<file path="config.mk">
export PLATFORM = sky130hd
export DESIGN_NAME = sample_type_to_float32_converter
export DESIGN_NICKNAME = d
export VERILOG_FILES = /design/src/hw/rtl/stfc_pkg.sv /design/src/hw/rtl/sample_type_to_float32_converter.sv
export SDC_FILE = /design/constraint.sdc
export NUM_CORES = 1
export LEC_CHECK = 0
export BUFFER_PORTS_ARGS = -buffer_cell sky130_fd_sc_hd__buf_4
export CORE_ASPECT_RATIO = 1.2
export CORE_MARGIN = 10
export CORE_UTILIZATION = 49
export DETAILED_ROUTE_END_ITERATION = 10
export PLACE_DENSITY = 0.72
export SYNTH_ARGS = -nofsm -noshare
export SYNTH_HDL_FRONTEND = slang
export SYNTH_SLANG_ARGS = --single-unit
</file>
<file path="constraint.sdc">
create_clock -name clock -period 10.9 [get_ports clock]
set_clock_uncertainty 0.1 [all_clocks]
set_input_delay 1.635 -clock clock [delete_from_list [all_inputs] [get_ports clock]]
set_output_delay 1.635 -clock clock [all_outputs]
set_load 0.01 [all_outputs]
</file>
<file path="src/hw/rtl/stfc_pkg.sv">
// Package: type codes, shared structs and helpers for the sample converter
`default_nettype none
package stfc_pkg;
   localparam logic [15:0] Uint16Mask = 16'hFFFF;

   typedef enum logic [2:0] {
      IN_UINT8   = 3'd0,
      IN_UINT16  = 3'd1,
      IN_INT16   = 3'd2,
      IN_INT32   = 3'd3,
      IN_FLOAT32 = 3'd4,
      IN_FLOAT64 = 3'd5
   } in_code_type;

   typedef enum logic [1:0] {
      OUT_SAME    = 2'd0,
      OUT_FLOAT32 = 2'd1,
      OUT_INT32   = 2'd2
   } out_code_type;

   localparam logic CSR_INPUT_TYPE  = 1'b0;
   localparam logic CSR_OUTPUT_TYPE = 1'b1;

   typedef enum logic [2:0] {
      OP_BAD  = 3'b001,
      OP_PASS = 3'b010,
      OP_CONV = 3'b100
   } op_type;

   // Result of the first stage: what to do and the operands prepared for it.
   typedef struct packed {
      op_type      op;
      logic        last;
      logic [63:0] pass_val;   // masked pass-through word
      logic        is_dbl;     // conversion from double
      logic        neg;        // integer sign
      logic [31:0] mag;        // integer magnitude
   } s1_type;
endpackage
`default_nettype wire

</file>
<file path="src/hw/rtl/sample_type_to_float32_converter.sv">
// Top level: three-stage sample type to float32/int32 converter
//
//  channel | ports                                          | direction
//  --------+------------------------------------------------+----------
//  req     | req_valid, req_stall, req_raw_value, req_last_in | in
//  rsp     | rsp_valid, rsp_stall, rsp_converted_value,       | out
//          | rsp_last_out, rsp_bad_pairing                   |
//  csr     | csr_write, csr_index, csr_data                  | in
//
// One word per cycle when not stalled (decode and negate; normalize, round,
// pack; select). Stages advance together whenever the output stage is empty
// or taken, so rsp_stall holds every stage and no word is lost or repeated.
// Synchronous reset clears the valid bits and the type registers.
`default_nettype none
module sample_type_to_float32_converter (
   input  wire logic        clock,
   input  wire logic        reset,
   input  wire logic        req_valid,
   output logic             req_stall,
   input  wire logic [63:0] req_raw_value,
   input  wire logic        req_last_in,
   output logic             rsp_valid,
   input  wire logic        rsp_stall,
   output logic [63:0]      rsp_converted_value,
   output logic             rsp_last_out,
   output logic             rsp_bad_pairing,
   input  wire logic        csr_write,
   input  wire logic        csr_index,
   input  wire logic [2:0]  csr_data
);
   import stfc_pkg::*;

   logic [2:0] in_type_ff;
   logic [1:0] out_type_ff;

   always_ff @(posedge clock) begin
      if (reset) begin
         in_type_ff  <= 3'd0;
         out_type_ff <= 2'd0;
      end else if (csr_write) begin
         if (csr_index == CSR_INPUT_TYPE) in_type_ff <= csr_data;
         else out_type_ff <= csr_data[1:0];
      end
   end

   logic advance;
   logic v1_ff, v2_ff, v3_ff;
   assign advance   = !v3_ff || !rsp_stall;
   assign req_stall = !advance;
   assign rsp_valid = v3_ff;

   always_ff @(posedge clock) begin
      if (reset) begin
         v1_ff <= 1'b0;
         v2_ff <= 1'b0;
         v3_ff <= 1'b0;
      end else if (advance) begin
         v1_ff <= req_valid;
         v2_ff <= v1_ff;
         v3_ff <= v2_ff;
      end
   end

   // ---------------- stage 1: decode pairing, integer magnitude
   s1_type s1_in, s1_ff;
   logic [63:0] d1_in, d1_ff;
   logic        same;
   logic [15:0] v16;
   logic [31:0] v32;

   always_comb begin
      same = (out_type_ff == OUT_SAME)
          || (out_type_ff == OUT_FLOAT32 && in_type_ff == IN_FLOAT32)
          || (out_type_ff == OUT_INT32 && in_type_ff == IN_INT32);
      v16 = req_raw_value[15:0];
      v32 = req_raw_value[31:0];
      s1_in          = '0;
      s1_in.last     = req_last_in;
      s1_in.op       = OP_BAD;
      d1_in          = req_raw_value;
      if (in_type_ff > IN_FLOAT64 || out_type_ff > OUT_INT32) begin
         s1_in.op = OP_BAD;
      end else if (same) begin
         s1_in.op = OP_PASS;
         unique case (in_type_ff)
            IN_UINT8:             s1_in.pass_val = {56'd0, req_raw_value[7:0]};
            IN_UINT16, IN_INT16:  s1_in.pass_val = {48'd0, v16};
            IN_INT32, IN_FLOAT32: s1_in.pass_val = {32'd0, v32};
            default:              s1_in.pass_val = req_raw_value;
         endcase
      end else if (out_type_ff == OUT_FLOAT32) begin
         unique case (in_type_ff)
            IN_UINT8: begin
               s1_in.op  = OP_CONV;
               s1_in.mag = {24'd0, req_raw_value[7:0]};
            end
            IN_INT16: begin
               s1_in.op  = OP_CONV;
               s1_in.neg = v16[15];
               s1_in.mag = {16'd0, v16[15] ? 16'(-v16) : v16};
               // -32768 negates to 0x8000 in 16 bits
               if (v16 == 16'h8000) s1_in.mag = 32'h8000;
            end
            IN_INT32: begin
               s1_in.op  = OP_CONV;
               s1_in.neg = v32[31];
               s1_in.mag = v32[31] ? (~v32 + 32'd1) : v32;
            end
            IN_FLOAT64: begin
               s1_in.op     = OP_CONV;
               s1_in.is_dbl = 1'b1;
            end
            default: s1_in.op = OP_BAD;
         endcase
      end else if (out_type_ff == OUT_INT32 && in_type_ff == IN_UINT16) begin
         s1_in.op       = OP_PASS;
         s1_in.pass_val = {48'd0, v16 & Uint16Mask};
      end
   end

   always_ff @(posedge clock) begin
      if (advance) begin
         s1_ff <= s1_in;
         d1_ff <= d1_in;
      end
   end

   // ---------------- stage 2: normalize and round
   logic [31:0] res2_in, res2_ff;
   logic [1:0]  op2_in;
   logic        bad2_ff, last2_ff;
   logic [63:0] pass2_ff;

   logic [4:0]  p;
   logic [31:0] norm;
   logic [24:0] r_int;
   logic [7:0]  e_int;
   logic        g_i, st_i;
   logic        sgn;
   logic [10:0] de;
   logic [51:0] df;
   logic [52:0] dm;
   logic [11:0] ebias;
   logic [24:0] rd;
   logic [5:0]  sh;
   logic [53:0] shifted;
   logic [53:0] lost_mask;
   logic        rem_half, rem_above;
   logic [24:0] sub_r;
   logic [31:0] conv;

   always_comb begin
      // integer path: leading one position
      p = 5'd0;
      for (int i = 0; i < 32; i++) if (s1_ff.mag[i]) p = 5'(i);
      norm  = s1_ff.mag << (5'd31 - p);
      g_i   = norm[7];
      st_i  = |norm[6:0];
      r_int = {1'b0, norm[31:8]};
      if (g_i && (st_i || norm[8])) r_int = r_int + 25'd1;
      e_int = 8'(p) + 8'd127;
      if (r_int[24]) e_int = e_int + 8'd1;

      // double path
      sgn   = d1_ff[63];
      de    = d1_ff[62:52];
      df    = d1_ff[51:0];
      dm    = {1'b1, df};
      ebias = {1'b0, de} - 12'd896;
      rd    = {1'b0, dm[52:29]};
      if (dm[28] && ((|dm[27:0]) || dm[29])) rd = rd + 25'd1;
      sh = 6'd0;
      if (($signed(ebias) < 12'sd1) && ($signed(ebias) > -12'sd24))
         sh = 6'(12'd30 - ebias);
      shifted   = {1'b0, dm} >> sh;
      lost_mask = (54'd1 << sh) - 54'd1;
      rem_half  = ({1'b0, dm} & lost_mask) == (54'd1 << (sh - 6'd1));
      rem_above = ({1'b0, dm} & lost_mask) > (54'd1 << (sh - 6'd1));
      sub_r     = shifted[24:0];
      if (rem_above || (rem_half && shifted[0])) sub_r = sub_r + 25'd1;

      if (s1_ff.is_dbl) begin
         if (de == 11'h7FF) begin
            // NaN keeps fraction bits 50..29 under the quiet bit
            conv = (df == 52'd0) ? {sgn, 31'h7F800000}
                                 : {sgn, 8'hFF, 1'b1, df[50:29]};
         end else if (de == 11'd0) begin
            conv = {sgn, 31'd0};
         end else if ($signed(ebias) >= 12'sd255) begin
            conv = {sgn, 31'h7F800000};
         end else if ($signed(ebias) >= 12'sd1) begin
            if (rd[24] && ebias == 12'd254) conv = {sgn, 31'h7F800000};
            else if (rd[24]) conv = {sgn, 8'(ebias + 12'd1), 23'd0};
            else conv = {sgn, ebias[7:0], rd[22:0]};
         end else if ($signed(ebias) <= -12'sd24) begin
            conv = {sgn, 31'd0};
         end else begin
            conv = {sgn, 6'd0, sub_r};
         end
      end else if (s1_ff.mag == 32'd0) begin
         conv = 32'd0;
      end else begin
         conv = {s1_ff.neg, e_int, r_int[24] ? 23'd0 : r_int[22:0]};
      end
      res2_in = conv;
      op2_in  = {s1_ff.op == OP_BAD, s1_ff.op == OP_PASS};
   end

   logic pass2_sel_ff;
   always_ff @(posedge clock) begin
      if (advance) begin
         res2_ff      <= res2_in;
         bad2_ff      <= op2_in[1];
         pass2_sel_ff <= op2_in[0];
         last2_ff     <= s1_ff.last;
         pass2_ff     <= s1_ff.pass_val;
      end
   end

   // ---------------- stage 3: select and register the output word
   logic [63:0] val3_in, val3_ff;
   logic        bad3_ff, last3_ff;

   always_comb begin
      priority if (bad2_ff) val3_in = 64'd0;
      else if (pass2_sel_ff) val3_in = pass2_ff;
      else val3_in = {32'd0, res2_ff};
   end

   always_ff @(posedge clock) begin
      if (advance) begin
         val3_ff  <= val3_in;
         bad3_ff  <= bad2_ff;
         last3_ff <= last2_ff;
      end
   end

   assign rsp_converted_value = val3_ff;
   assign rsp_last_out        = last3_ff;
   assign rsp_bad_pairing     = bad3_ff;

   // ---------------- checks
   a_bad_zero: assert property (@(posedge clock) disable iff (reset)
      rsp_valid && rsp_bad_pairing |-> rsp_converted_value == 64'd0)
      else $error("bad pairing word carries data");
   a_hold: assert property (@(posedge clock) disable iff (reset)
      rsp_valid && rsp_stall |=> rsp_valid && $stable(rsp_converted_value))
      else $error("stalled word changed");
   a_flow: assert property (@(posedge clock) disable iff (reset)
      !rsp_stall && v2_ff |=> rsp_valid)
      else $error("pipeline dropped a word");
endmodule
`default_nettype wire

</file>
==> results of run 1 <==
[critical path, stage by stage (launching register included)]
cell	delay (ns)
edfxtp_1	0.35
buf_4	0.69
ha_1	0.61
and3_1	0.32
xor2_1	0.09
buf_4	0.18
a21oi_1	0.95
o21ai_0	0.42
nor2_1	0.32
o21ai_0	0.20
a211oi_1	0.67
nand2_1	0.19
nor2_1	0.26
o21ai_0	0.16
xor2_1	0.20
ha_1	0.30
and4_1	0.18
nand4_1	0.17
nor2_1	0.15
nand2_1	0.11
or4_1	0.68
nor3b_1	0.32
a21oi_1	0.20
nand3_1	0.28
nor3_1	0.67
nand3_1	0.22
mux2_2	0.31
o21ai_1	0.15
[cell usage in the layout (no fill, tap or decap), drive strengths merged, types with 28 or more instances in the layout]
master / n
buf: 200
xor2: 44
clkbuf: 42
o22ai: 55
ha: 66
and2: 128
xnor2: 33
nand4: 69
nor2b: 40
o221ai: 34
nand3: 116
o21ai: 173
a21oi: 137
inv: 34
nor2: 270
nand2: 240
nor4: 41
o211ai: 52
a21o: 28
a211oi: 33
mux2i: 79
nor3: 66
edfxtp: 331
and3: 31
[routing by layer]
| layer | wire length, µm | track usage (%) | vias to the layer above |
|---|---|---|---|
| met1 | 39200 | 41.5 | 11435 |
| li1 | - | - | 10247 |
| met3 | 9420 | 6.09 | 366 |
| met5 | 72 | 0 | - |
| met2 | 47700 | 54.2 | 1550 |
| met4 | 6500 | 18.8 | 8 |
[final cells by class]
type | count | area, µm²
fill | 4417 | 22000
timing repair buffer | 200 | 1500
tap | 637 | 797
clock buffer | 42 | 902
sequential | 339 | 10100
clock inverter | 19 | 221
inverter | 33 | 124
antenna | 1 | 2.50
multi-input combinational | 2105 | 13300
[sequential cells by signal, summed over array words and instances (netlist names)]
name and cells:
bad2_ff 1, s1_ff 102, rsp_last_out 1, rsp_converted_value 64, v2_ff 1, rsp_bad_pairing 1, last2_ff 1, out_type_ff 2
rsp_valid 1, d1_ff 64, pass2_sel_ff 1, v1_ff 1, in_type_ff 3, pass2_ff 64, res2_ff 32
[cell families (layout without fill, tap and decap cells)]
| kind of cell | after synthesis | in the layout | share of synthesized area (%) |
|---|---|---|---|
| flip-flops | 339 | 339 | 41.8 |
| AND/OR/NAND/NOR | 1100 | 1100 | 23.0 |
| AO/OA/AOI/OAI | 744 | 744 | 20.7 |
| other | 2 | 23 | 0.0311 |
| multiplexers | 96 | 96 | 4.34 |
| adder cells (fa/ha/maj) | 66 | 66 | 3.42 |
| buffers and inverters | 229 | 294 | 3.88 |
| XOR/XNOR | 77 | 77 | 2.79 |
[how the worst max path moves through the flow]
stage	to	from	slack [ns]
3_5_place_dp	res2_ff[23]$_DFFE_PN_	d1_ff[52]$_DFFE_PN_	1.51
5_1_grt	res2_ff[23]$_DFFE_PN_	d1_ff[52]$_DFFE_PN_	0.61
2_1_floorplan	res2_ff[22]$_DFFE_PN_	d1_ff[52]$_DFFE_PN_	2.81
4_1_cts	res2_ff[23]$_DFFE_PN_	d1_ff[52]$_DFFE_PN_	1.47
3_3_place_gp	res2_ff[23]$_DFFE_PN_	d1_ff[52]$_DFFE_PN_	1.80
6_report	res2_ff[23]$_DFFE_PN_	d1_ff[52]$_DFFE_PN_	1.26
[where the power goes]
group          switching, W  leakage (nW)  internal, W  total (W)
registers          0.000118          3.90      0.00157    0.00169
clock network      0.000530         0.543     0.000671    0.00120
logic              0.000752          5.98     0.000367    0.00112
[per-stage QoR]
stage	utilization, %	setup slack, ns
final	55.0	1.26
after global routing	55.0	0.607
after CTS	55.0	1.47
after detailed placement	52.7	1.51
after global placement	52.7	1.80
after floorplan	-	2.81
==> metrics.cfg, run 1 <==
[run_status]
status=finished, final reports clean

[floorplan]
die_w_um=223
num_rows=89
die_h_um=263
die-area_um2=58700
core_um2=49000
io_pins=142
start_util_pct=49.3

[clock_network]
cts.sinks=339
h-tree-depth=2
cts_made_buffers=35
cts_setup_buffers=0
cts_tree=done
clk_latency_ns=0.57
clk_pin_slew_ns=0.06
root_buffer=clkbuf_16
ctsResizeCount=0
cts_max_path_buffers=3
cts_hold_buf=0

[worst_setup_path]
worst-r2r-setup-slack_ns=1.26
cp_data_arrival_time_ns=9.93
reg2reg_from=d1_ff[52]$_DFFE_PN_
worst_ep_required_time_ns=11.19
path_class=reg2reg
r2r_cells=27
r2r_end=res2_ff[23]$_DFFE_PN_
worstPathMaxFanout=70
critPathLaunchType=flop
worstSetupEndpointType=flop

[timing]
fin_setup_tns_ns=0
slew-limit-headroom_pct=9.07
slew_violations=0
rsz0062_at_grt=false
hold_violations=0
worst_pin_slew_ns=1.34
fin_crit_sh_pct=88.5
holdWs_ns=0.309
clock.fmax_ghz=0.104
setup_violations=0
layout_min_cycle_time_ns=9.64

[finish]
fin_cells=3376
layout-drive-gt1-share_pct=11.4
fin_area_um2=27000
fin_nets=2854
synthToLayoutAreaGrowth_pct=11.5

[global_routing]
grt_first_pass_wirelength_mm=150
antenna_found_initial=4
grt_max_degree=102
grt-ovfl-total=0
groute.usage.overall_pct=33.5
grt_pass1_vias=22387

[placed_design]
gp_congestion=1.07
place_inst=3314
io_buffers=141
hpwl_mm=76.2
placed_area_um2=25800

[power_and_ir_drop]
vdd_ir_drop_max_mv=0.164
power_density_nw_per_um2=149
fin_total_pwr_w=0.00401
p_leak_nw=10.4

[drt]
drc=0
wl_per_cell_um=30.5
drt_iter0_drc=3191
num_vias=23606
dr.pass1.iters=6
routed_wl_mm=103
vias_per_cell=6.99
ant_nets=0

[synth]
synth_most_common_cell=edfxtp_1
synth-seq-cells=339
synth.top_cell.area_share_pct=41.1
syn_inst=2653
synth_top_cells_by_area=edfxtp_1 41%, nor2_1 4.2%, nand2_1 3.7%
synth_top_cell_by_area=edfxtp_1
synth_edf_count=331
syn_area_per_cell_um2=9.11
synth_common_cells=331 x edfxtp_1, 270 x nor2_1, 240 x nand2_1
yosys_warnings=0
synthDistinctLibCells=98
synth_area_um2=24200
synthArstFlopShare_pct=0
seq_area_frac_synth_pct=41.8
ys.flop_type=edfxtp_1

[worst_hold_path]
whs_endpoint=pass2_ff[2]$_DFFE_PN_
whs_path_depth=0
hold_start=s1_ff[36]$_SDFFCE_PP0N_
hold_path_class=reg2reg

[job]
drv_cap=0

Power figures use the tool's default switching activity.
==> run 2, diff against run 1 <==
MAX_ROUTING_LAYER = met4   (was unset)
==> run 2 against run 1 <==
  * Critical endpoint unchanged
  * Sequential power barely moved
  * Cell area rose by 0.54%
  * Non-clock buffer count rose by 8
  * Wire length fell by 0.86%
  * Via count barely moved
==> metrics.cfg, run 2 (synthesis results as in run 1) <==
[finish]
largest_reg_flops=102  ; unchanged
layout_common_cells=331 x edfxtp_1, 268 x nor2_1, 239 x nand2_1
final_common_cell=edfxtp_1
largest-register=s1_ff
fin_nets=2863  ; +0.32%
layout-drive-gt1-share_pct=11.7  ; +0.35 points
synthToLayoutAreaGrowth_pct=12.1

[timing]
finalWorstSetupSlack_ns=1.54  ; +0.285 ns
fin_setup_tns_ns=0  ; unchanged
slew_violations=0  ; unchanged
holdWs_ns=0.310  ; +0.000796 ns
rsz0062_at_grt=false
layout_min_cycle_time_ns=9.36  ; -0.285 ns
slew-limit-headroom_pct=23.1  ; +14 points
setup_violations=0  ; unchanged
hold_violations=0  ; unchanged
fin_crit_sh_pct=85.9  ; -2.6 points
clock.fmax_ghz=0.107  ; +3.0%
worst_pin_slew_ns=1.15  ; -0.199 ns

[floorplan]
die_w_um=223  ; unchanged
num_rows=89  ; unchanged
die_h_um=263  ; unchanged
core_um2=49000  ; unchanged
die-area_um2=58700  ; unchanged
io_pins=142  ; unchanged
start_util_pct=49.3  ; unchanged

[clock_network]
root_buffer=clkbuf_16
cts_tree=done
clk_pin_slew_ns=0.06  ; about the same
cts_max_path_buffers=3  ; unchanged
h-tree-depth=2  ; unchanged
cts_hold_buf=0  ; unchanged
cts_made_buffers=36  ; +2.9%
cts_setup_buffers=0  ; unchanged
cts.sinks=339  ; unchanged
ctsResizeCount=0  ; unchanged
clk_latency_ns=0.58  ; about the same

[global_routing]
groute.usage.overall_pct=34.3  ; +0.77 points
grt_max_degree=131  ; +28%
antenna_found_initial=7  ; +3
grt-ovfl-total=0  ; unchanged
grt_first_pass_wirelength_mm=150  ; -0.30%
grt_pass1_vias=22527  ; +0.63%

[power_and_ir_drop]
power.internal_w=0.00266  ; +2.0%
clockPowerShare_pct=31.0  ; +1.1 points
pwr-share-comb_pct=27.5  ; -0.4 points
power_switching_w=0.00140  ; +0.35%
p_seq_share_pct=41.5  ; -0.7 points
vdd_ir_drop_max_mv=0.168  ; +2.7%
p_leak_nw=10.5  ; +0.64%
power_density_nw_per_um2=150  ; +0.89%
sw_frac_of_total_pct=34.5  ; -0.37 points

[worst_setup_path]
reg2reg_from=d1_ff[52]$_DFFE_PN_
worst-r2r-setup-slack_ns=1.54  ; +0.29 ns
critPathLaunchType=flop
crit_buf_inv=3  ; +1
path_common_cell=o21ai_0
worst_ep_required_time_ns=11.22  ; +0.03 ns
cp_data_arrival_time_ns=9.67  ; -0.26 ns
path_class=reg2reg
worstPathMaxFanout=42  ; -40%
crit_start=d1_ff[52]$_DFFE_PN_
crit_slowest_cell=or4_1
r2r_cells=30  ; +11%
crit_family=simple AND/OR/NAND/NOR gates
r2r_end=res2_ff[23]$_DFFE_PN_
slowest_delay_ns=0.70  ; -0.25 ns
worstSetupEndpointType=flop

[drt]
num_vias=23586  ; -0.085%
ant_nets=0  ; unchanged
vias_per_cell=6.95  ; -0.67%
wl_per_cell_um=30.0  ; -1.4%
routed_wl_mm=102  ; -0.86%
drt_iter0_drc=3463  ; +8.5%
drc=0  ; unchanged
dr.pass1.iters=7  ; +1

[run_status]
status=finished, final reports clean

[worst_hold_path]
hold_path_class=reg2reg
whs_endpoint=pass2_ff[12]$_DFFE_PN_
whs_path_depth=0  ; unchanged
hold_start=s1_ff[46]$_SDFFCE_PP0N_

[placed_design]
hpwl_mm=74.7  ; -2.0%
pre_cts_ws_ns=1.80  ; +0.293 ns
gp_congestion=1.08  ; +0.83%
io_buffers=141  ; unchanged

[job]
drv_cap=0  ; unchanged

## run 2: how the worst max path moves through the flow
stage	to	slack (ns)	depth (start not counted)
3_5_place_dp	res2_ff[23]$_DFFE_PN_	1.80	30
4_1_cts	res2_ff[23]$_DFFE_PN_	1.78	30
5_1_grt	res2_ff[23]$_DFFE_PN_	1.08	30
6_report	res2_ff[23]$_DFFE_PN_	1.54	30
2_1_floorplan	res2_ff[22]$_DFFE_PN_	2.81	36
3_3_place_gp	res2_ff[23]$_DFFE_PN_	2.11	30
## run 2: per-layer routing
metal  up-vias  GRT usage (%)  wire (µm)
met2      1684           53.8      46800
met5         -              -          0
met1     11252           41.3      38500
met4         0           17.9       6200
met3       368           6.66      10500
li1      10282              -          -
## run 2: cell type report
type                            instances  area, µm²
Fill cell                            4461      21900
Tap cell                              637        797
Clock buffer                           45        945
Multi-Input combinational cell       2105      13300
Inverter                               33        124
Sequential cell                       339      10100
Antenna cell                            9       22.5
Timing Repair Buffer                  208       1560
Clock inverter                         20        254
## run 2: per-stage QoR
stage	instance area (µm²)	power [W]	instances	utilization (%)
floorplan	24300	0.00234	2673	-
global placement	25900	0.00278	3322	52.8
detailed placement	25900	0.00279	3322	52.8
CTS	27100	0.00404	3387	55.3
global route	27100	0.00420	3394	55.3
finish	27100	0.00407	3396	55.3
## run 2: power by group through the flow
| stage | logic, W | registers (W) | clock network [W] |
|---|---|---|---|
| 6_report | 0.00112 | 0.00169 | 0.00126 |
| 5_1_grt | 0.00117 | 0.00169 | 0.00133 |
| 4_1_cts | 0.00108 | 0.00168 | 0.00128 |
| 3_5_place_dp | 0.00108 | 0.00171 | 0 |
| 3_3_place_gp | 0.00107 | 0.00171 | 0 |
| 2_1_floorplan | 0.000683 | 0.00166 | 0 |
## run 2: worst register-to-register path, delay by kind of cell, from the launching register on
family | cells | cell delay [ns]
flip-flops | 1 | 0.32
AND/OR/NAND/NOR | 15 | 4.09
AO/OA/AOI/OAI | 7 | 2.11
adder cells (fa/ha/maj) | 3 | 1.06
multiplexers | 1 | 0.31
XOR/XNOR | 1 | 0.21
buffers and inverters | 3 | 1.00
